File: config.mk
export PLATFORM = sky130hd
export DESIGN_NAME = box_mean_3x3_edge_aware
export DESIGN_NICKNAME = d
export VERILOG_FILES = /design/src/sv/bm3_pkg.sv /design/src/sv/bm3_cell.sv /design/src/sv/bm3_div.sv /design/src/sv/bm3_fifo.sv /design/src/sv/box_mean_3x3_edge_aware.sv
export SDC_FILE = /design/constraint.sdc
export NUM_CORES = 2
export LEC_CHECK = 0
export BUFFER_PORTS_ARGS = -buffer_cell sky130_fd_sc_hd__buf_2
export CAP_MARGIN = 20
export CORE_MARGIN = 10
export CORE_UTILIZATION = 40
export CTS_CLUSTER_SIZE = 14
export DETAILED_ROUTE_END_ITERATION = 12
export GPL_ROUTABILITY_DRIVEN = 0
export GPL_TIMING_DRIVEN = 0
export PLACE_DENSITY_LB_ADDON = 0.2
export SKIP_CTS_REPAIR_TIMING = 1
export SLEW_MARGIN = 5
export SYNTH_ARGS = -nofsm -noshare
export SYNTH_HDL_FRONTEND = slang
export SYNTH_SLANG_ARGS = --single-unit
File: constraint.sdc
create_clock -name aclk -period 13.8 [get_ports aclk]
set_input_delay 1.38 -clock aclk [delete_from_list [all_inputs] [get_ports aclk]]
set_output_delay 1.38 -clock aclk [all_outputs]
set_load 0.01 [all_outputs]
File: src/sv/bm3_pkg.sv
// shared types, constants and widths of the 3x3 edge-aware box mean filter
package bm3_pkg;

    localparam int MAX_SIZE_DEF   = 32;
    localparam int FIFO_DEPTH_DEF = 8;
    localparam int SIZE_RESET     = 8;

    localparam int CFG_W   = 6;
    localparam int PIX_W   = 8;
    localparam int POS_W   = 5;
    localparam int CSUM_W  = 10;
    localparam int SUM_W   = 12;
    localparam int RECIP_W = 15;
    localparam int FRAC_W  = 16;
    localparam int TDATA_W = 24;

    // reciprocals scaled by 2**FRAC_W, exact for sums below 2**SUM_W
    localparam logic [RECIP_W-1:0] RECIP4 = 15'd16384;
    localparam logic [RECIP_W-1:0] RECIP6 = 15'd10923;
    localparam logic [RECIP_W-1:0] RECIP9 = 15'd7282;

    typedef enum logic [1:0] {
        DIV4,
        DIV6,
        DIV9
    } div_sel_t;

    typedef struct packed {
        logic [PIX_W-1:0] l1;
        logic [PIX_W-1:0] l2;
    } cell_t;

    typedef struct packed {
        logic [SUM_W-1:0] sum;
        div_sel_t         dsel;
        logic [POS_W-1:0] row;
        logic [POS_W-1:0] col;
        logic             last;
        logic             done;
    } pend_t;

    typedef struct packed {
        logic [PIX_W-1:0] mean;
        logic [POS_W-1:0] row;
        logic [POS_W-1:0] col;
        logic             last;
        logic             done;
    } result_t;

endpackage

File: src/sv/bm3_cell.sv
// one cell of the two chained line stores, shifting toward column zero
module bm3_cell (
    input  logic                      aclk,
    input  logic                      shift_en,
    input  logic                      entry,
    input  logic [bm3_pkg::PIX_W-1:0] pix,
    input  logic [bm3_pkg::PIX_W-1:0] tap,
    input  bm3_pkg::cell_t            right,
    output bm3_pkg::cell_t            q
);
    import bm3_pkg::*;

    cell_t q_reg;
    cell_t q_next;

    always_comb begin
        q_next = q_reg;
        if (shift_en) begin
            if (entry) begin
                q_next.l1 = pix;
                q_next.l2 = tap;
            end else begin
                q_next = right;
            end
        end
    end

    always_ff @(posedge aclk) begin
        q_reg <= q_next;
    end

    assign q = q_reg;

endmodule

File: src/sv/bm3_div.sv
// division of a neighborhood sum by its pixel count through a scaled reciprocal
module bm3_div (
    input  bm3_pkg::pend_t   pend,
    output bm3_pkg::result_t res
);
    import bm3_pkg::*;

    logic [RECIP_W-1:0]       recip;
    logic [SUM_W+RECIP_W-1:0] prod;

    always_comb begin
        unique case (pend.dsel)
            DIV4:    recip = RECIP4;
            DIV6:    recip = RECIP6;
            DIV9:    recip = RECIP9;
            default: recip = RECIP4;
        endcase
    end

    assign prod = {{RECIP_W{1'b0}}, pend.sum} * {{SUM_W{1'b0}}, recip};

    assign res.mean = prod[FRAC_W +: PIX_W];
    assign res.row  = pend.row;
    assign res.col  = pend.col;
    assign res.last = pend.last;
    assign res.done = pend.done;

endmodule

File: src/sv/bm3_fifo.sv
// result queue taking up to two results per cycle and giving one
module bm3_fifo #(
    parameter int DEPTH = bm3_pkg::FIFO_DEPTH_DEF
) (
    input  logic                         aclk,
    input  logic                         aresetn,
    input  bm3_pkg::result_t             wr_a,
    input  logic                         wr_a_en,
    input  bm3_pkg::result_t             wr_b,
    input  logic                         wr_b_en,
    input  logic                         rd_en,
    output bm3_pkg::result_t             rd_data,
    output logic [$clog2(DEPTH+1)-1:0]   count
);
    import bm3_pkg::*;

    localparam int AW = $clog2(DEPTH);
    localparam int CW = $clog2(DEPTH + 1);

    result_t         mem_reg [DEPTH];
    logic [AW-1:0]   wr_ptr_reg;
    logic [AW-1:0]   wr_ptr_next;
    logic [AW-1:0]   rd_ptr_reg;
    logic [AW-1:0]   rd_ptr_next;
    logic [CW-1:0]   count_reg;
    logic [CW-1:0]   count_next;
    logic [AW-1:0]   wr_ptr_b;

    assign wr_ptr_b    = wr_ptr_reg + AW'(wr_a_en);
    assign wr_ptr_next = wr_ptr_b + AW'(wr_b_en);
    assign rd_ptr_next = rd_ptr_reg + AW'(rd_en);
    assign count_next  = count_reg + CW'(wr_a_en) + CW'(wr_b_en) - CW'(rd_en);

    always_ff @(posedge aclk) begin
        if (wr_a_en) begin
            mem_reg[wr_ptr_reg] <= wr_a;
        end
        if (wr_b_en) begin
            mem_reg[wr_ptr_b] <= wr_b;
        end
    end

    always_ff @(posedge aclk) begin
        if (!aresetn) begin
            wr_ptr_reg <= '0;
            rd_ptr_reg <= '0;
            count_reg  <= '0;
        end else begin
            wr_ptr_reg <= wr_ptr_next;
            rd_ptr_reg <= rd_ptr_next;
            count_reg  <= count_next;
        end
    end

    assign rd_data = mem_reg[rd_ptr_reg];
    assign count   = count_reg;

endmodule

File: src/sv/box_mean_3x3_edge_aware.sv
// top level of the streaming 3x3 edge-aware box mean filter
//
// Takes one pixel per cycle in raster order and returns the truncated mean of
// each pixel's in-image 3x3 neighborhood, one result per cycle, in raster
// order. The two earlier rows live in a chain of MAX_SIZE cells that shifts
// once per pixel, with the entry point set by the image size, so no clearing
// pass is needed after reset. A result is registered in the s1 stage once the
// pixel that completes it is accepted and is written from there into the
// output queue. Inside a frame the input runs at one pixel per cycle as long
// as the output is drained at one result per cycle; the two results of a row
// end fit the FIFO_DEPTH-entry result queue. After the final pixel of a frame
// the block flushes the last row, taking no pixel meanwhile. Writing image_size
// restarts the frame; values below 2 are taken as 2 and values above MAX_SIZE as
// MAX_SIZE. FIFO_DEPTH must be a power of two of at least 4; the block does not check it.
module box_mean_3x3_edge_aware #(
    parameter int MAX_SIZE   = bm3_pkg::MAX_SIZE_DEF,
    parameter int FIFO_DEPTH = bm3_pkg::FIFO_DEPTH_DEF
) (
    input  logic                        aclk,
    input  logic                        aresetn,
    input  logic                        cfg_wr_en,
    input  logic [bm3_pkg::CFG_W-1:0]   cfg_wr_data,
    input  logic                        s_axis_tvalid,
    output logic                        s_axis_tready,
    input  logic [bm3_pkg::PIX_W-1:0]   s_axis_tdata,   // [7:0] pixel_value
    output logic                        m_axis_tvalid,
    input  logic                        m_axis_tready,
    output logic [bm3_pkg::TDATA_W-1:0] m_axis_tdata,   // [7:0] mean_value, [12:8] out_row,
                                                        // [17:13] out_col
    output logic                        m_axis_tlast,   // last_of_run
    output logic [0:0]                  m_axis_tuser    // [0] frame_done
);
    import bm3_pkg::*;

    localparam int SW    = $clog2(MAX_SIZE + 1);
    localparam int CW    = $clog2(MAX_SIZE);
    localparam int CNTW  = $clog2(FIFO_DEPTH + 1);
    localparam int CRW   = CNTW + 1;
    localparam int PAD_W = TDATA_W - PIX_W - 2 * POS_W;
    localparam int RST_SIZE = (SIZE_RESET > MAX_SIZE) ? MAX_SIZE : SIZE_RESET;
    localparam logic [CFG_W-1:0] MAX_CFG = CFG_W'(MAX_SIZE);
    localparam logic [CFG_W-1:0] MIN_CFG = CFG_W'(2);

    logic [SW-1:0]     n_reg;
    logic [SW-1:0]     n_next;
    logic [SW-1:0]     row_reg;
    logic [SW-1:0]     row_next;
    logic [CW-1:0]     col_reg;
    logic [CW-1:0]     col_next;
    logic [CW-1:0]     n_m1;
    logic [CFG_W-1:0]  cfg_size;

    logic              flushing;
    logic              final_in;
    logic              col_last;
    logic              top_en;
    logic              bot_en;
    logic              colge1;
    logic              colge2;
    logic              credit_ok;
    logic              step;
    logic              emit;
    logic [CRW-1:0]    occ;

    cell_t             cell_q [MAX_SIZE];

    logic [CSUM_W-1:0] cs;
    logic [CSUM_W-1:0] cs1_reg;
    logic [CSUM_W-1:0] cs2_reg;
    logic [SUM_W-1:0]  sum_a;
    logic [SUM_W-1:0]  sum_b;
    div_sel_t          dsel_a;
    div_sel_t          dsel_b;
    pend_t             pend_a;
    pend_t             pend_b;
    pend_t             s1_a_reg;
    pend_t             s1_b_reg;
    logic              s1_a_vld_reg;
    logic              s1_a_vld_next;
    logic              s1_b_vld_reg;
    logic              s1_b_vld_next;
    logic [1:0]        s1_cnt;

    result_t           res_a;
    result_t           res_b;
    result_t           head;
    logic [CNTW-1:0]   fifo_cnt;
    logic              pop;

    // position decode
    assign n_m1     = CW'(n_reg - 1'b1);
    assign flushing = (row_reg == n_reg);
    assign col_last = (col_reg == n_m1);
    assign final_in = (row_reg == SW'(n_reg - 1'b1)) && col_last;
    assign top_en   = (row_reg >= SW'(2));
    assign bot_en   = !flushing;
    assign colge1   = (col_reg != '0);
    assign colge2   = (col_reg > CW'(1));

    assign s1_cnt    = {1'b0, s1_a_vld_reg} + {1'b0, s1_b_vld_reg};
    assign occ       = CRW'(fifo_cnt) + CRW'(s1_cnt);
    assign credit_ok = (occ <= CRW'(FIFO_DEPTH - 2));

    assign s_axis_tready = credit_ok && !flushing;
    assign step = (s_axis_tvalid && s_axis_tready) || (flushing && credit_ok);
    assign emit = step && (row_reg != '0);

    // line store chain
    for (genvar k = 0; k < MAX_SIZE; k++) begin : g_cell
        cell_t right;
        if (k == MAX_SIZE - 1) begin : g_end
            assign right = '0;
        end else begin : g_mid
            assign right = cell_q[k+1];
        end
        bm3_cell u_cell (
            .aclk     (aclk),
            .shift_en (step),
            .entry    (CW'(k) == n_m1),
            .pix      (s_axis_tdata),
            .tap      (cell_q[0].l1),
            .right    (right),
            .q        (cell_q[k])
        );
    end

    // column sums and horizontal window
    assign cs = CSUM_W'(top_en ? cell_q[0].l2 : {PIX_W{1'b0}})
              + CSUM_W'(cell_q[0].l1)
              + CSUM_W'(bot_en ? s_axis_tdata : {PIX_W{1'b0}});

    always_ff @(posedge aclk) begin
        if (step) begin
            cs1_reg <= cs;
            cs2_reg <= cs1_reg;
        end
    end

    assign sum_a = SUM_W'(cs) + SUM_W'(cs1_reg)
                 + SUM_W'(colge2 ? cs2_reg : {CSUM_W{1'b0}});
    assign sum_b = SUM_W'(cs) + SUM_W'(cs1_reg);

    always_comb begin
        if (top_en && bot_en) begin
            dsel_a = colge2 ? DIV9 : DIV6;
            dsel_b = DIV6;
        end else begin
            dsel_a = colge2 ? DIV6 : DIV4;
            dsel_b = DIV4;
        end
    end

    always_comb begin
        pend_a.sum  = sum_a;
        pend_a.dsel = dsel_a;
        pend_a.row  = POS_W'(row_reg - 1'b1);
        pend_a.col  = POS_W'(col_reg - 1'b1);
        pend_a.last = !col_last && !flushing;
        pend_a.done = final_in || flushing;
        pend_b.sum  = sum_b;
        pend_b.dsel = dsel_b;
        pend_b.row  = POS_W'(row_reg - 1'b1);
        pend_b.col  = POS_W'(col_reg);
        pend_b.last = !final_in;
        pend_b.done = final_in || flushing;
    end

    assign s1_a_vld_next = emit && colge1;
    assign s1_b_vld_next = emit && col_last;

    always_ff @(posedge aclk) begin
        s1_a_reg <= pend_a;
        s1_b_reg <= pend_b;
    end

    // sequencer: row n_reg is the flush of the last image row
    always_comb begin
        cfg_size = cfg_wr_data;
        if (cfg_wr_data < MIN_CFG) begin
            cfg_size = MIN_CFG;
        end else if (cfg_wr_data > MAX_CFG) begin
            cfg_size = MAX_CFG;
        end
    end

    always_comb begin
        n_next   = n_reg;
        row_next = row_reg;
        col_next = col_reg;
        if (cfg_wr_en) begin
            n_next   = SW'(cfg_size);
            row_next = '0;
            col_next = '0;
        end else if (step) begin
            if (col_last) begin
                col_next = '0;
                row_next = flushing ? '0 : row_reg + 1'b1;
            end else begin
                col_next = col_reg + 1'b1;
            end
        end
    end

    always_ff @(posedge aclk) begin
        if (!aresetn) begin
            n_reg        <= SW'(RST_SIZE);
            row_reg      <= '0;
            col_reg      <= '0;
            s1_a_vld_reg <= 1'b0;
            s1_b_vld_reg <= 1'b0;
        end else begin
            n_reg        <= n_next;
            row_reg      <= row_next;
            col_reg      <= col_next;
            s1_a_vld_reg <= s1_a_vld_next;
            s1_b_vld_reg <= s1_b_vld_next;
        end
    end

    // divide and queue
    bm3_div u_div_a (
        .pend (s1_a_reg),
        .res  (res_a)
    );

    bm3_div u_div_b (
        .pend (s1_b_reg),
        .res  (res_b)
    );

    bm3_fifo #(
        .DEPTH (FIFO_DEPTH)
    ) u_fifo (
        .aclk    (aclk),
        .aresetn (aresetn),
        .wr_a    (res_a),
        .wr_a_en (s1_a_vld_reg),
        .wr_b    (res_b),
        .wr_b_en (s1_b_vld_reg),
        .rd_en   (pop),
        .rd_data (head),
        .count   (fifo_cnt)
    );

    assign m_axis_tvalid   = (fifo_cnt != '0);
    assign pop             = m_axis_tvalid && m_axis_tready;
    assign m_axis_tdata    = {{PAD_W{1'b0}}, head.col, head.row, head.mean};
    assign m_axis_tlast    = head.last;
    assign m_axis_tuser[0] = head.done;

    // queue plus results in flight never exceed the queue depth
    assert property (@(posedge aclk) disable iff (!aresetn)
        (32'(fifo_cnt) + 32'(s1_cnt)) <= FIFO_DEPTH)
        else $error("result queue overflow");

    // a row-end result always comes with a regular one of the same transaction
    assert property (@(posedge aclk) disable iff (!aresetn)
        s1_b_vld_reg |-> s1_a_vld_reg)
        else $error("row-end result without its partner");

    // the end of the flush returns to the frame start
    assert property (@(posedge aclk) disable iff (!aresetn)
        (step && flushing && col_last) |=> (row_reg == '0 && col_reg == '0))
        else $error("flush did not return to frame start");

    // position stays inside the image or the flush row
    assert property (@(posedge aclk) disable iff (!aresetn)
        (row_reg <= n_reg) && (SW'(col_reg) < n_reg))
        else $error("position out of range");

endmodule
# After elaboration in Yosys (flattened, before gate mapping)

Memory sizes are Yosys's and may differ from the RTL's. A register that Yosys moved wholly into a read port is not among the register bits.
Cells that the tools add are included.

Magnitude comparators: 5
Reductions and logical operators: 21
$add $sub $neg: 17
$mul: 2
Div/mod/pow operators: 0
Equal/unequal tests: 38
Shifts and indexed selects: 0
Mux-type cells: 49
Bitwise logic cells: 1

Operator list:

| operator                                                    | number |
|---|---|
| two-way mux 16 bit                                          | 31 |
| equality test 5 bit (first input constant)                  | 16 |
| case mux 15 bit (2 select lines)                            | 2 |
| equality test 4 x 5 -> 1 bit (first input constant)         | 8 |
| multiplier 11 x 15 -> 24 bit                                | 1 |
| multiplier 12 x 15 -> 24 bit                                | 1 |
| equality test 3 x 5 -> 1 bit (first input constant)         | 4 |
| two-way mux 6 bit                                           | 3 |
| two-way mux 8 bit                                           | 2 |
| adder 11 x 10 -> 12 bit                                     | 1 |
| equality test 6 bit                                         | 2 |
| adder 10 x 10 -> 11 bit                                     | 1 |
| adder 9 x 8 -> 10 bit                                       | 1 |
| equality test 2 x 5 -> 1 bit (first input constant)         | 2 |
| logical AND 1 bit                                           | 10 |
| two-way mux 10 bit                                          | 1 |
| subtractor 5 x 1 -> 5 bit (second input constant)           | 2 |
| adder 3 x 1 -> 3 bit                                        | 3 |
| adder 8 x 8 -> 9 bit                                        | 1 |
| adder 4 x 1 -> 4 bit                                        | 2 |
| adder 6 x 1 -> 6 bit (second input constant)                | 1 |
| >= comparator 6 x 2 -> 1 bit (second input constant)        | 1 |
| > comparator 6 bit (second input constant)                  | 1 |
| less-than comparator 6 x 2 -> 1 bit (second input constant) | 1 |
| other kinds (24)                                            | 35 |

Bits in latches: 0
Flip-flop bits (word level): 606
Output and inout port bits: 28
Memories: 1
ROM bits: 0
Bits in writable memories: 160

Memories:

| memory         | words | width | read ports | clocked after memory_dff | write ports | RTL line       | source |
|---|---|---|---|---|---|---|---|
| u_fifo.mem_reg | 8     | 20    | 1          | 1                        | 2           | bm3_fifo.sv:20 | `result_t mem_reg [DEPTH];` |

# Depth between registers and ports, before layout

Depth in word-level cells: 8
Gate-level depth with buffers: 26
Gate-level depth less buffers: 23

# By module

Synthesis repeated with hierarchy kept, for this count alone.

Cells, all modules: 2990
Area, all modules: 44910.6 µm²

Modules (own cells, without submodules):

| module                  | times used | seq. area each (µm²) | area each (µm²) | cells an instance |
|---|---|---|---|---|
| bm3_cell                | 32         | 480.5                | 729.4           | 34 |
| bm3_fifo                | 1          | 5004.8               | 8546.9          | 482 |
| box_mean_3x3_edge_aware | 1          | 1861.8               | 4717.0          | 485 |
| bm3_div at u_div_b      | 1          | 0.0                  | 4219.0          | 475 |
| bm3_div at u_div_a      | 1          | 0.0                  | 4085.2          | 460 |

# Worst setup path before layout

Ideal clock, no wire load.

Path kind: input port to flip-flop
From: input port s_axis_tvalid
To: register row_reg[4]
Library setup time: 0.115 ns
Arrival: 11.313 ns
Required time: 13.685 ns
Buffers on the path: 1
Slack: 2.373 ns
Cell stages on the path: 7
Cells stage by stage: inv_1 -> a21oi_4 -> and2_1 -> buf_4 -> nand4_1 -> xor2_1 -> nor2_1

Word-level cells in the longest chain between the ends: 3

Ends and longest elaborated chain:

| item                          | RTL line                       | source |
|---|---|---|
| from (decl)                   | box_mean_3x3_edge_aware.sv:23  | `input logic s_axis_tvalid,` |
| logical AND 1 bit             | box_mean_3x3_edge_aware.sv:105 | `assign step = (s_axis_tvalid && s_axis_tready) \|\| (flushing && credit_ok);` |
| logical OR 1 bit              | box_mean_3x3_edge_aware.sv:105 |  |
| AND reduction 2 bit (no line) | n/a                            |  |
| to (signal assigned)          | box_mean_3x3_edge_aware.sv:213 | `row_reg <= row_next;` |
| to (decl)                     | box_mean_3x3_edge_aware.sv:46  | `logic [SW-1:0] row_reg;` |

Every way passes these cells.
A chain may end at the register's enable or synchronous reset.

==> flow_summary.json <==
{
  "status": "finished, final reports clean",
  "grt_max_degree": 32,
  "wl_per_cell_microns": 18.7,
  "setup_ws_ns": 6.99,
  "htree_num_levels": 3,
  "p_total_mw": 8.24,
  "dp_slack_ns": 6.99,
  "synthArstFlopShare": 0,
  "clk_path_buf_depth": 3,
  "synth_area_leaders": "edfxtp_1 52%, mux2_2 10%, fa_1 7.4%, ha_1 6.0%, nand2_1 3.8%",
  "drt-vias-per-instance": 5.06,
  "ys.flop_type": "edfxtp_1",
  "routed_wirelength_microns": 85100,
  "cts_buffers": 84,
  "layout.nets": 3552,
  "worstRegToRegCells": 20,
  "vdd_drop_max_uv": 99.1,
  "setup-tns-final_ns": 0,
  "cp-start-kind": "flop",
  "row_count": 116,
  "synth_most_common_cell": "edfxtp_1",
  "synth_compound_area_frac": 0.0448,
  "hold_violations": 0,
  "rsz0062_at_grt": "no",
  "fp.dieH_microns": 337,
  "clkTransAtPathRegs_ns": 0.06,
  "switching_power_mw": 2.54,
  "ys_seq_elements": 765,
  "antenna_left": 0,
  "start_util": 0.402,
  "grt-ovfl-total": 0,
  "root_buffer": "clkbuf_16",
  "cts_tree": "yes",
  "ys_top_cells_by_count": "692 x edfxtp_1, 411 x nand2_1, 357 x mux2_2",
  "period_minus_slack_ns": 6.81,
  "cp.arrival_ns": 7.28,
  "grt_usage": 0.151,
  "met1_usage": 0.196,
  "path_class": "flop to flop",
  "yosysTopAreaCell": "edfxtp_1",
  "grt_use_met3": 0.0226,
  "grtUsageMet2": 0.260,
  "antenna_found_initial": 1,
  "drt_pre_antenna_iters": 5,
  "routed-via-count": 23100,
  "power.share.clock": 0.268,
  "synth_edf_count": 692,
  "internal-power_mw": 5.70,
  "area_delta_synth_final_pct": 13.1,
  "p_seq_frac": 0.428,
  "rrSetupSlack_ns": 6.99,
  "ys_warn_count": 0,
  "post-route-util": 0.455,
  "synthMuxAreaShare": 0.131,
  "timing.final.crit_share": 0.493,
  "timing.hold.ws_ns": 0.340,
  "placed_cells": 4403,
  "worst_pin_slew_ns": 0.942,
  "maxCapViolCount": 0,
  "hold_path_class": "flop to flop",
  "synth_top_area_share": 0.518,
  "syn_inst": 3029,
  "synth_xor_area_frac": 0.0185,
  "grt_first_pass_wirelength_microns": 136000,
  "drc_errors": 0,
  "io_buffers": 40,
  "ys_types": 62,
  "switching_share": 0.309,
  "synth_area_sq_um": 40200,
  "synth_top_family_by_area": "adder cells",
  "largest_reg_flops": 512,
  "grt-busiest-layer": "met2",
  "synth-simple-area-share": 0.0743,
  "die_x_microns": 337,
  "setup_viol": 0,
  "skew_ns": 0.0219,
  "avgSynthCellArea_sq_um": 13.3,
  "crit_required_ns": 14.27,
  "p_leak_nw": 17.9,
  "drt_iter0_markers": 1285,
  "fp.dieArea_sq_um": 113000,
  "holdPathStages": 0,
  "finalMaxSlewViolations": 0,
  "fmax_mhz": 147,
  "slew_headroom": 0.369,
  "ys_seq_area_frac": 0.554,
  "pwr-share-comb": 0.304,
  "synth_fa_ha_area_frac": 0.134,
  "grt_pass1_vias": 24400,
  "dpl_cell_area_sq_um": 42700,
  "insertion_delay_ns": 0.63,
  "ios": 47,
  "num_antenna_cells": 0,
  "cp_max_fo": 10,
  "pwr_density_cell_nw_per_um2": 181,
  "layout-drive-gt1-share": 0.207,
  "dp_hpwl_microns": 63100,
  "endpoint_kind": "flop",
  "fin_area_sq_um": 45400,
  "coreArea_sq_um": 99900,
  "clock_sinks": 765,
  "fin_cells": 4559
}
[kinds of logic (layout without fill, tap and decap cells)]
group | count (synthesis) | in the layout
compound gates | 320 | 320
xor+xnor | 83 | 83
fa+ha+maj | 342 | 342
buf+inv | 427 | 652
flops | 765 | 765
mux | 429 | 429
other cells | 1 | 8
simple gates | 662 | 662
[critical path: stages, from the launching register on]
cell and delay (ns):
dfxtp_1 0.34, inv_1 0.05, ha_1 0.35, clkbuf_1 0.44, nor2b_1 0.18, fa_1 0.60
fa_1 0.53, inv_1 0.05, fa_1 0.55, fa_1 0.43, fa_1 0.49, inv_1 0.04
ha_1 0.30, nand4_1 0.16, a211oi_1 0.27, o211ai_1 0.25, a211o_1 0.37, o21a_1 0.23
o211ai_1 0.76, nand2_1 0.15, o21ai_1 0.11
[power groups by stage]
| stage | clock [mW] | sequential, mW | combinational (mW) |
|---|---|---|---|
| 6_report | 2.21 | 3.53 | 2.50 |
| 5_1_grt | 2.37 | 3.58 | 2.84 |
| 4_1_cts | 2.27 | 3.54 | 2.55 |
| 3_5_place_dp | 0 | 3.58 | 2.53 |
| 3_3_place_gp | 0 | 3.77 | 2.36 |
| 2_1_floorplan | 0 | 3.63 | 1.81 |
[routing by layer]
layer / up-vias / part of all wire
li1: 11000 / -
met1: 11500 / 0.44
met2: 429 / 0.49
met3: 134 / 0.037
met4: 2 / 0.025
met5: - / 0.00016
[cells in the final DEF (no fill, tap or decap), types with 61 or more instances in the layout]
cell type | Yosys | final
and2_1 | 75 | 75
buf_2 | 40 | 80
clkbuf_1 | 121 | 140
clkbuf_16 | 0 | 87
dfxtp_1 | 73 | 73
edfxtp_1 | 692 | 692
fa_1 | 149 | 149
ha_1 | 193 | 193
inv_1 | 244 | 244
mux2_2 | 357 | 357
nand2_1 | 411 | 411
nor2_1 | 61 | 61
o21ai_0 | 203 | 197
[final cells by class]
| type | count | area [sq um] |
|---|---|---|
| Sequential cell | 765 | 22200 |
| Inverter | 244 | 916 |
| Clock buffer | 111 | 2320 |
| Clock inverter | 45 | 403 |
| Timing Repair Buffer | 69 | 836 |
| Multi-Input combinational cell | 1844 | 16300 |
| Tap cell | 1298 | 1620 |
| Fill cell | 8919 | 54400 |
| Buffer | 183 | 821 |
[path summary, 6_finish.rpt]
kind                                    from                     to
worst max-delay path            s1_a_reg[12]  u_fifo.mem_reg[7][19]
worst min-delay path              col_reg[3]            s1_b_reg[5]
worst max register to register  s1_a_reg[12]  u_fifo.mem_reg[7][19]
worst min register to register    col_reg[3]            s1_b_reg[5]
Note: power is estimated with default switching activity, not from simulation.
